==> config.mk <==
export PLATFORM = sky130hd
export DESIGN_NAME = pd_position_drive_with_settle
export DESIGN_NICKNAME = d
export VERILOG_FILES = /design/src/design/pdws_pkg.sv /design/src/design/pd_position_drive_with_settle.sv
export VERILOG_INCLUDE_DIRS = /design/src /design/src/design
export SDC_FILE = /design/constraint.sdc
export NUM_CORES = 2
export LEC_CHECK = 0
export ABC_AREA = 1
export BUFFER_PORTS_ARGS = -buffer_cell sky130_fd_sc_hd__clkbuf_2
export CAP_MARGIN = 20
export CORE_MARGIN = 3
export CORE_UTILIZATION = 55
export CTS_BUF_LIST = sky130_fd_sc_hd__clkbuf_4
export DETAILED_ROUTE_END_ITERATION = 8
export PLACE_DENSITY = 0.74
export SYNTH_ARGS = -nofsm -noshare
export SYNTH_HDL_FRONTEND = slang
export SYNTH_SLANG_ARGS = --single-unit
==> constraint.sdc <==
create_clock -name clk -period 8.3 [get_ports clk]
set_input_delay 1.66 -clock clk [delete_from_list [all_inputs] [get_ports clk]]
set_output_delay 1.66 -clock clk [all_outputs]
set_load 0.03 [all_outputs]
==> src/design/pd_position_drive_with_settle_assert.svh <==
// assertion helpers for the position drive block
`ifndef PD_POSITION_DRIVE_WITH_SETTLE_ASSERT_SVH
`define PD_POSITION_DRIVE_WITH_SETTLE_ASSERT_SVH

// same-cycle implication, checked outside reset
`define PDWS_ASSERT_NOW(label, ante, cons) \
  label: assert property (@(posedge clk) disable iff (!rst_n) (ante) |-> (cons)) \
    else $error("pd drive check failed");

// next-cycle implication, checked outside reset
`define PDWS_ASSERT_NEXT(label, ante, cons) \
  label: assert property (@(posedge clk) disable iff (!rst_n) (ante) |=> (cons)) \
    else $error("pd drive check failed");

`endif

==> src/design/pdws_pkg.sv <==
package pdws_pkg;

  // configuration register indexes
  localparam logic [7:0] REG_PROP_GAIN    = 8'd0;
  localparam logic [7:0] REG_DERIV_GAIN   = 8'd1;
  localparam logic [7:0] REG_DRIVE_LIMIT  = 8'd2;
  localparam logic [7:0] REG_SETTLE_THRSH = 8'd3;

  // register reset values
  localparam logic [15:0] PROP_GAIN_RST    = 16'd1843;
  localparam logic [15:0] DERIV_GAIN_RST   = 16'd819;
  localparam logic [7:0]  DRIVE_LIMIT_RST  = 8'd255;
  localparam logic [7:0]  SETTLE_THRSH_RST = 8'd10;

  // datapath widths
  localparam int COUNT_W = 24;
  localparam int ERR_W   = 25;
  localparam int DELTA_W = 26;
  localparam int GAIN_W  = 16;
  localparam int DUTY_W  = 8;
  localparam int FRAC_W  = 12;
  localparam int T_W     = 43;
  localparam int WHOLE_W = T_W - FRAC_W;

  typedef logic signed [ERR_W-1:0]   err_t;
  typedef logic signed [DELTA_W-1:0] delta_t;
  typedef logic signed [T_W-1:0]     term_t;
  typedef logic [DUTY_W-1:0]         duty_t;

endpackage

==> src/design/pd_position_drive_with_settle.sv <==
// PD position drive with settle detection. Each input beat carries a reference
// and a measured encoder count; the block returns one result beat per input
// with the drive direction, the 8-bit duty saturated to drive_limit, and the
// settle flags. The datapath is a three-register pipeline (error/delta, the
// two gain products, then combine/saturate/window), and out_valid rises once
// a beat has passed through all three registers; a new input can be taken
// every cycle while out_stall does not hold the pipeline, and a result
// waiting on out_stall backs up the pipeline one stage at a time. The error
// history is updated at acceptance, so consecutive items chain without
// bubbles. Every WINDOW_LEN results one carries window_done, with settled set
// when the window's duty sum was below settle_threshold * WINDOW_LEN.
// Configuration writes are always ready and must be made while the block is idle.
module pd_position_drive_with_settle
  import pdws_pkg::*;
#(
  parameter int WINDOW_LEN = 16
) (
  input  logic                      clk,
  input  logic                      rst_n,
  // input channel
  input  logic                      in_valid,
  output logic                      in_stall,
  input  logic signed [COUNT_W-1:0] in_ref_count,
  input  logic signed [COUNT_W-1:0] in_measured_count,
  input  logic                      in_new_ref,
  // result channel
  output logic                      out_valid,
  input  logic                      out_stall,
  output logic                      out_direction,
  output logic [DUTY_W-1:0]         out_drive_magnitude,
  output logic                      out_window_done,
  output logic                      out_settled,
  // configuration channel
  input  logic                      cfg_valid,
  output logic                      cfg_ready,
  input  logic [7:0]                cfg_index,
  input  logic [GAIN_W-1:0]         cfg_data
);

  localparam int SUM_W  = $clog2(WINDOW_LEN * 255 + 1);
  localparam int FILL_W = $clog2(WINDOW_LEN);

  // configuration registers
  logic [GAIN_W-1:0] prop_gain_r;
  logic [GAIN_W-1:0] deriv_gain_r;
  duty_t             drive_limit_r;
  duty_t             settle_thrsh_r;

  // pipeline control
  logic s1_valid_r, s2_valid_r, out_valid_r;
  logic out_free, s2_free, s1_free, in_accept;

  // stage payloads and state
  err_t   last_error_r;
  err_t   err_nxt;
  delta_t delta_nxt;
  err_t   s1_err_r;
  delta_t s1_delta_r;
  term_t  prod_p_nxt, prod_d_nxt;
  term_t  s2_prod_p_r, s2_prod_d_r;
  logic [SUM_W-1:0]  window_sum_r, sum_nxt, thrsh_total;
  logic [FILL_W-1:0] window_fill_r;

  // stage three combine
  term_t              t_val;
  logic [T_W-1:0]     t_mag;
  logic [WHOLE_W-1:0] whole;
  duty_t              duty;
  logic               win_done;

  logic        out_direction_r;
  duty_t       out_drive_magnitude_r;
  logic        out_window_done_r;
  logic        out_settled_r;

  // configuration writes
  assign cfg_ready = 1'b1;

  always_ff @(posedge clk) begin
    if (!rst_n) begin
      prop_gain_r    <= PROP_GAIN_RST;
      deriv_gain_r   <= DERIV_GAIN_RST;
      drive_limit_r  <= DRIVE_LIMIT_RST;
      settle_thrsh_r <= SETTLE_THRSH_RST;
    end else if (cfg_valid && cfg_ready) begin
      case (cfg_index)
        REG_PROP_GAIN:    prop_gain_r    <= cfg_data;
        REG_DERIV_GAIN:   deriv_gain_r   <= cfg_data;
        REG_DRIVE_LIMIT:  drive_limit_r  <= cfg_data[DUTY_W-1:0];
        REG_SETTLE_THRSH: settle_thrsh_r <= cfg_data[DUTY_W-1:0];
        default: ;
      endcase
    end
  end

  // handshake: each stage moves when the one after it is empty or moving
  assign out_free  = !out_valid_r || !out_stall;
  assign s2_free   = !s2_valid_r || out_free;
  assign s1_free   = !s1_valid_r || s2_free;
  assign in_stall  = !s1_free;
  assign in_accept = in_valid && s1_free;

  always_ff @(posedge clk) begin
    if (!rst_n) begin
      s1_valid_r  <= 1'b0;
      s2_valid_r  <= 1'b0;
      out_valid_r <= 1'b0;
    end else begin
      if (s1_free)  s1_valid_r  <= in_valid;
      if (s2_free)  s2_valid_r  <= s1_valid_r;
      if (out_free) out_valid_r <= s2_valid_r;
    end
  end

  // stage one: error and change of error
  always_comb begin
    err_nxt   = ERR_W'(in_ref_count) - ERR_W'(in_measured_count);
    delta_nxt = in_new_ref ? '0 : (DELTA_W'(err_nxt) - DELTA_W'(last_error_r));
  end

  always_ff @(posedge clk) begin
    if (!rst_n) begin
      last_error_r <= '0;
    end else if (in_accept) begin
      last_error_r <= err_nxt;
    end
  end

  always_ff @(posedge clk) begin
    if (in_accept) begin
      s1_err_r   <= err_nxt;
      s1_delta_r <= delta_nxt;
    end
  end

  // stage two: the two gain products
  always_comb begin
    prod_p_nxt = T_W'(signed'({1'b0, prop_gain_r})) * T_W'(s1_err_r);
    prod_d_nxt = T_W'(signed'({1'b0, deriv_gain_r})) * T_W'(s1_delta_r);
  end

  always_ff @(posedge clk) begin
    if (s2_free && s1_valid_r) begin
      s2_prod_p_r <= prod_p_nxt;
      s2_prod_d_r <= prod_d_nxt;
    end
  end

  // stage three: aggregate, magnitude, saturation and window
  always_comb begin
    t_val       = s2_prod_p_r - s2_prod_d_r;
    t_mag       = t_val[T_W-1] ? T_W'(-t_val) : T_W'(t_val);
    whole       = t_mag[T_W-1:FRAC_W];
    duty        = (whole > WHOLE_W'(drive_limit_r)) ? drive_limit_r : whole[DUTY_W-1:0];
    sum_nxt     = window_sum_r + SUM_W'(duty);
    win_done    = (window_fill_r == FILL_W'(WINDOW_LEN - 1));
    thrsh_total = SUM_W'(settle_thrsh_r) * SUM_W'(WINDOW_LEN);
  end

  wire s3_load = out_free && s2_valid_r;

  always_ff @(posedge clk) begin
    if (!rst_n) begin
      window_sum_r  <= '0;
      window_fill_r <= '0;
    end else if (s3_load) begin
      if (win_done) begin
        window_sum_r  <= '0;
        window_fill_r <= '0;
      end else begin
        window_sum_r  <= sum_nxt;
        window_fill_r <= window_fill_r + FILL_W'(1);
      end
    end
  end

  // result register
  always_ff @(posedge clk) begin
    if (s3_load) begin
      out_direction_r       <= t_val[T_W-1];
      out_drive_magnitude_r <= duty;
      out_window_done_r     <= win_done;
      out_settled_r         <= win_done && (sum_nxt < thrsh_total);
    end
  end

  assign out_valid           = out_valid_r;
  assign out_direction       = out_direction_r;
  assign out_drive_magnitude = out_drive_magnitude_r;
  assign out_window_done     = out_window_done_r;
  assign out_settled         = out_settled_r;

`include "pd_position_drive_with_settle_assert.svh"

  // settled only reported on a beat that closes a window
  `PDWS_ASSERT_NOW(a_settled_needs_done, out_valid_r && out_settled_r, out_window_done_r)
  // duty never exceeds the limit
  `PDWS_ASSERT_NOW(a_duty_limit, out_valid_r, out_drive_magnitude_r <= drive_limit_r)
  // fill counter stays inside the window
  `PDWS_ASSERT_NOW(a_fill_range, 1'b1, window_fill_r <= FILL_W'(WINDOW_LEN - 1))
  // an accepted beat always lands in stage one
  `PDWS_ASSERT_NEXT(a_accept_lands, in_accept, s1_valid_r)
  // a stalled result is held in place
  `PDWS_ASSERT_NEXT(a_out_hold, out_valid_r && out_stall, out_valid_r && $stable(out_drive_magnitude_r))

endmodule
* Yosys cells after proc, flatten, opt, wreduce, memory -nomap -nowiden
Index checks and enable logic that the tools add are counted.
** Cells by class
- Add/sub/neg operators :: 6
- Magnitude comparators :: 2
- Multipliers :: 2
- Reductions and logical operators :: 17
- Equal/unequal tests :: 4
- Muxes and demuxes :: 4
** Operators by type and width (count)
- $mul A17 B26 Y43 :: 1
- $mux W43 :: 1
- $neg A43 Y43 :: 1
- $sub A43 B43 Y43 :: 1
- $mul A17 B25 Y42 :: 1
- $gt A31 B8 Y1 :: 1
- $sub A25 B25 Y26 :: 1
- $sub A24 B24 Y25 :: 1
- $eq A8 B2 Y1 const B :: 2
- $add A12 B8 Y12 :: 1
- $lt A12 B12 Y1 :: 1
- $mux W12 :: 1
- $eq A8 B1 Y1 const B :: 1
- $logic_not A8 Y1 :: 1
- $mux W8 :: 1
- $reduce_and A2 Y1 :: 4
- $logic_not A1 Y1 :: 5
- $add A4 B1 Y4 const B :: 1
- $eq A4 B4 Y1 const B :: 1
- $logic_and A1 B1 Y1 :: 4
- $mux W4 :: 1
- $logic_or A1 B1 Y1 :: 3
** Word-level totals
- Logic and storage cells :: 53
- Output and inout port bits :: 14
- Bits of input ports :: 78
- Register bits after elaboration :: 240

* Logic depth before layout (Yosys ltp)
- Depth in word-level cells :: 8
- Depth in mapped cells :: 50
- Mapped depth without buffers :: 48

* Worst setup path before layout
Ideal clock, no wire load.
- Path type :: register to register
- Start :: register s1_err_r[12]
- End :: register s2_prod_p_r[39] (data pin)
- Setup time :: 0.259 ns
- Cell stages (with the launch flop) :: 28
- Path slack :: 2.054 ns
- Arrival :: 5.986 ns
- Buffers on the path :: 2
- Period minus slack after synthesis :: 6.246 ns
- Required time :: 8.041 ns
- Cell sequence :: edfxtp_1 -> clkbuf_1 -> clkbuf_1 -> nand2_1 -> fa_1 -> inv_1 -> fa_1 -> inv_1 -> fa_1 -> inv_1 -> fa_1 -> inv_1 -> fa_1 -> inv_1 -> fa_1 -> ha_1 -> nand2_1 -> nor2_1 -> inv_1 -> o21ai_0 -> nand3_1 -> nand3_1 -> a21oi_1 -> o311ai_0 -> nand2_1 -> nand2_1 -> a21oi_1 -> xnor2_1
** On the way
- Longest elaborated chain between the ends :: 1
** Ends and longest elaborated chain
- start, declared :: RTL line pd_position_drive_with_settle.sv:57 : err_t s1_err_r;
- start signal, assigned :: RTL line pd_position_drive_with_settle.sv:131 : s1_err_r <= err_nxt;
- $mul A17 B25 Y42 :: RTL line pd_position_drive_with_settle.sv:138 : prod_p_nxt = T_W'(signed'({1'b0, prop_gain_r})) * T_W'(s1_err_r);
- net prod_p_nxt[39] :: RTL line pd_position_drive_with_settle.sv:59 : term_t prod_p_nxt, prod_d_nxt;
- end signal, assigned :: RTL line pd_position_drive_with_settle.sv:144 : s2_prod_p_r <= prod_p_nxt;
- end, declared :: RTL line pd_position_drive_with_settle.sv:60 : term_t s2_prod_p_r, s2_prod_d_r;
The timed path passes the listed nets, and every way through them passes these cells.
A chain may end at the register's enable or synchronous reset.

* Final worst setup path
- Start :: register s2_prod_d_r[36]
- End :: register out_settled_r (netlist: out_settled) (data pin)
** On the way
- Longest elaborated chain between the ends :: 8
** Ends and longest elaborated chain
- start, declared :: RTL line pd_position_drive_with_settle.sv:60
- start signal, assigned :: RTL line pd_position_drive_with_settle.sv:145 : s2_prod_d_r <= prod_d_nxt;
- $sub A43 B43 Y43 (*) :: RTL line pd_position_drive_with_settle.sv:151 : t_val = s2_prod_p_r - s2_prod_d_r;
- $neg A43 Y43 :: RTL line pd_position_drive_with_settle.sv:152 : t_mag = t_val[T_W-1] ? T_W'(-t_val) : T_W'(t_val);
- $mux W43 (*) :: RTL line pd_position_drive_with_settle.sv:152
- $gt A31 B8 Y1 :: RTL line pd_position_drive_with_settle.sv:154 : duty = (whole > WHOLE_W'(drive_limit_r)) ? drive_limit_r : whole[DUTY_W-1:0];
- $mux W8 (*) :: RTL line pd_position_drive_with_settle.sv:154
- net duty[2] :: RTL line pd_position_drive_with_settle.sv:68 : duty_t duty;
- $add A12 B8 Y12 (*) :: RTL line pd_position_drive_with_settle.sv:155 : sum_nxt = window_sum_r + SUM_W'(duty);
- $lt A12 B12 Y1 (*) :: RTL line pd_position_drive_with_settle.sv:183 : out_settled_r <= win_done && (sum_nxt < thrsh_total);
- $logic_and A1 B1 Y1 (*) :: RTL line pd_position_drive_with_settle.sv:183
- end signal, assigned :: RTL line pd_position_drive_with_settle.sv:183
- end, declared :: RTL line pd_position_drive_with_settle.sv:74 : logic out_settled_r;
Mark *: on every way through the listed nets, which the timed path passes. The rest lies on a longest branch.

==> results.md <==
Place:
- The half-perimeter wire length after detailed placement is 107000 um.
- Prior to clock tree synthesis, the placed netlist has a worst setup slack of around 0.76 ns.
- Buffers placed on the I/O ports in this run total 90.
- At the end of routability-driven placement, the weighted congestion stood at 0.993.

Setup path:
- The worst setup path is launched from a flip-flop.
- The worst path arrival time is 8.03 ns.
- For the worst setup path, the data required time is 8.86 ns.
- The top fanout value on the critical path is 40.
- For this run, the slowest stage of the critical path takes 0.45 ns.
- Among all stages on the critical path, the largest delay is contributed by edfxtp_1.
- The critical path endpoint category is a flip-flop.
- The class of the most critical setup path is flip-flop to flip-flop.
- The most used cell along the critical path is nand2_1.

Flow run:
- Across the run, the number of max-cap violations was 0.

STA:
- The final number of setup-violating endpoints is 0.
- The slew at the pin closest to its max-slew limit is slightly above 1 ns.
- Between clock sinks in the finished design, the worst skew comes to 0.0780 ns.
- The final hold violation count is 0.
- Subtracting the final worst setup slack from the clock period gives 7.46 ns.
- The normalized max-slew margin is 31.0%.
- The final critical path takes up 89.9% of the cycle.
- The number of max-slew violations in the final report is 0.
- The final sum of negative setup slack is 0 ns.
- Derived from the worst setup path, the maximum achievable clock frequency is 0.134 GHz.
- After layout, the worst setup slack is approximately 0.84 ns.
- Setup repair after global routing left no endpoint under its margin.

Route:
- The detailed router put a total of 52800 um of wire on met1.
- In the detailed route, the total length drawn on met2 is 60800 um.
- In the routed design, unresolved DRC markers number 0.
- The ratio of routed vias to standard cells is 5.28.
- The mean routed wirelength per cell is 18.1 um.
- In this run the remaining antenna-violating nets after routing total 0.
- Routed signal wires occupy layers up through met4.
- The length of routed met3 wiring is 9130 um.
- The iteration count of the initial detailed-routing pass is 6.
- The post-detailed-routing wire length is 127000 um.
- Detailed routing inserted a total of 37000 vias.
- In this run, the number of DRC markers left after iteration 0 of detailed routing was between 2000 and 3000.

Synth:
- After synthesis, the cell types taking the most area are fa_1 35%, inv_1 13%, nand2_1 12%, edfxtp_1 9.7%, ha_1 8.9%.
- By area, the combinational part of the netlist is dominated by adder cells.
- The most used flip-flop cell after synthesis is edfxtp_1.
- After synthesis, the largest area contributor takes up roughly a third of total cell area.
- Counting flops with a built-in enable in the synthesized netlist gives 147.
- The net count of the mapped netlist is 7077.
- After synthesis, the share of cell area in mux cells is 0%.
- The adder and majority gate portion of the synthesized area is 44.1%.
- Of the total synthesized cell area, the portion taken by AND, OR, NAND and NOR gates is 17.7%.
- For this run, the number of Yosys warnings is 0.
- The synthesized netlist contains 54 unique library cells.
- Averaged over all synthesized cells, the footprint is around 7.7 sq um.
- The cell type with the highest aggregate area in the netlist is fa_1.
- The sequential fraction of the synthesis area is 13.7%.
- The netlist area before placement is 0.0455 sq mm.
- After synthesis, the share of flip-flops with an asynchronous set or reset is 0%.
- After technology mapping, the gate count stands at 5876.
- The XOR/XNOR share of the synthesized area is 2.58%.
- Synthesis inferred 239 register bits.
- Summing the areas of all compound-gate instances in the mapped netlist gives 6.47% of the synthesized area.

Global routing:
- The first global-routing pass estimated 205000 um of wire.
- The number of antenna violations at the first check in global routing is 7.
- The number of global-route vias before repair is 38300.
- Entering global routing, the biggest net connects slightly below 70 pins.
- The overall overflow remaining after global route is 0.
- Global routing consumed, over all layers together, a little under a third of the routing resources.

Floorplanning:
- The chip height is 294 um.
- The initial cell density of the core is approximately 56%.
- The core region is 0.0812 sq mm.
- The die boundary width is 294 um.
- The total number of placement rows is around 100.
- The die area is roughly 0.086 sq mm.
- The count of boundary I/O pins is 92.

Worst hold path:
- The path class of the lowest-slack min-delay path is flip-flop to flip-flop.

Clocking:
- The TritonCTS clock tree is built.
- Clock latency on the worst-skew pair, taken at its later pin, is ~0.79 ns.
- The count of H-tree levels built during CTS is 3.
- The tree built by TritonCTS fans out to 239 sinks.
- After clock tree synthesis, the clock-pin slew on the worst setup and hold paths is 0.07 ns.
- The number of clock buffers inserted by TritonCTS is 71.
- The cell sitting at the root of the clock tree is a clkbuf_4.
- In this run the deepest clock path goes through 3 buffers.

Finish:
- The library cells used most frequently in the layout, excluding fill and tap cells, are 1626 x inv_1, 1486 x nand2_1, 800 x fa_1.
- The layout has 7469 filler cells.
- The signed area change from the synthesized netlist to the final layout is 5.72%.
- In the final layout, the multi-input gates occupy 0.0323 sq mm.
- At the end of the flow, the number of nets in the layout was between 7000 and 8000.
- The sequential cell area in the final layout is 0.00626 sq mm.
- The library cell used most frequently in the layout, excluding fill and tap cells, is inv_1.
- The share of cells above drive strength 1 is 6.18%.

Outcome:
- The flow ran to the end, and the final reports show no timing, DRC or antenna violations.
[area by class of cell]
class | count | area share [%]
sequential | 239 | 13.0
timing repair buffer | 175 | 2.43
antenna | 5 | 0.0260
clock inverter | 25 | 0.335
tap | 1060 | 2.76
multi-input combinational | 3770 | 67.0
clock buffer | 104 | 1.62
inverter | 1641 | 12.8
[per-layer routing]
layer	vias up	GRT usage [%]
met3	275	4.21
met4	0	9.90
li1	17300	-
met5	-	0
met2	1382	51.5
met1	18100	41.0
[cells in the mapped netlist (3+ instances only)]
cell      number
a211oi_1       8
a21boi_0       4
a21o_1        12
a21oi_1      273
a221oi_1       3
a31oi_1        9
buf_1          3
buf_4          3
clkbuf_1     218
clkinv_1       5
dfxtp_1       92
edfxtp_1     147
fa_1         800
ha_1         323
inv_1       1627
inv_2          9
nand2_1     1486
nand2_2       24
nand2_4        3
nand3_1      136
nand3_2        6
nand3b_1      11
nand4_1       36
nor2_1       220
nor2_2        13
nor2_4        11
nor3_1        13
nor4_1         9
o211ai_1      24
o21a_1        11
o21ai_0      157
o21bai_1      11
o221ai_1       5
o311ai_0       3
o31ai_1        4
or2_2          3
xnor2_1       56
xor2_1        78
[registers in the layout (all words and copies together), names as in the netlist]
name	count
window_fill_r	4
out_valid	1
drive_limit_r	8
last_error_r	25
s1_err_r	25
out_window_done	1
settle_thrsh_r	8
s2_prod_p_r	42
out_direction	1
s1_delta_r	26
s2_valid_r	1
s1_valid_r	1
out_drive_magnitude	8
deriv_gain_r	16
prop_gain_r	16
s2_prod_d_r	43
out_settled	1
window_sum_r	12
[worst paths after layout]
check        slack [ns]                    startpoint  depth (start not counted)                            to
max                0.84     s2_prod_d_r[36]$_DFFE_PP_                         44         out_settled$_DFFE_PP_
min                0.47  last_error_r[4]$_SDFFE_PN0P_                          2  last_error_r[4]$_SDFFE_PN0P_
max reg2reg        0.84     s2_prod_d_r[36]$_DFFE_PP_                         44         out_settled$_DFFE_PP_
min reg2reg        0.47  last_error_r[4]$_SDFFE_PN0P_                          2  last_error_r[4]$_SDFFE_PN0P_
[critical path, delay by kind of cell, from the launching register on]
family,cells,cell delay (ns)
DFF,1,0.45
buffers and inverters,3,0.47
adders and majority gates,4,1.34
and+or+nand+nor,22,2.63
AOI/OAI and AO/OA,13,1.66
xor gates and xnor gates,2,0.65
[stage by stage]
| stage | cells | hold WS (ns) | instance area (sq um) | utilization (%) |
|---|---|---|---|---|
| after floorplan | 5876 | 0.425 | 45500 | - |
| after global placement | 6882 | 0.448 | 47100 | 58.0 |
| after detailed placement | 6882 | 0.456 | 47100 | 58.0 |
| after CTS | 7011 | 0.475 | 48000 | 59.1 |
| after global routing | 7019 | 0.496 | 48100 | 59.3 |
| final | 7019 | 0.471 | 48100 | 59.3 |
[cells by family after synthesis]
logic type	count (synthesis)
DFF	239
AOI/OAI and AO/OA	534
and+or+nand+nor	1978
adders and majority gates	1123
xor gates and xnor gates	134
other	1
buffers and inverters	1867
[repair_timing]
item | 4_1_cts | 5_1_grt
resized for setup | 0 | 4
hold buffers | 0 | 0
setup buffers | 0 | 0
endpoints found under the setup margin | 0 | 1
Power is left out: the tool's default activity adds up to more than one toggle a clock period on the data nets, which glitch-free logic cannot reach.
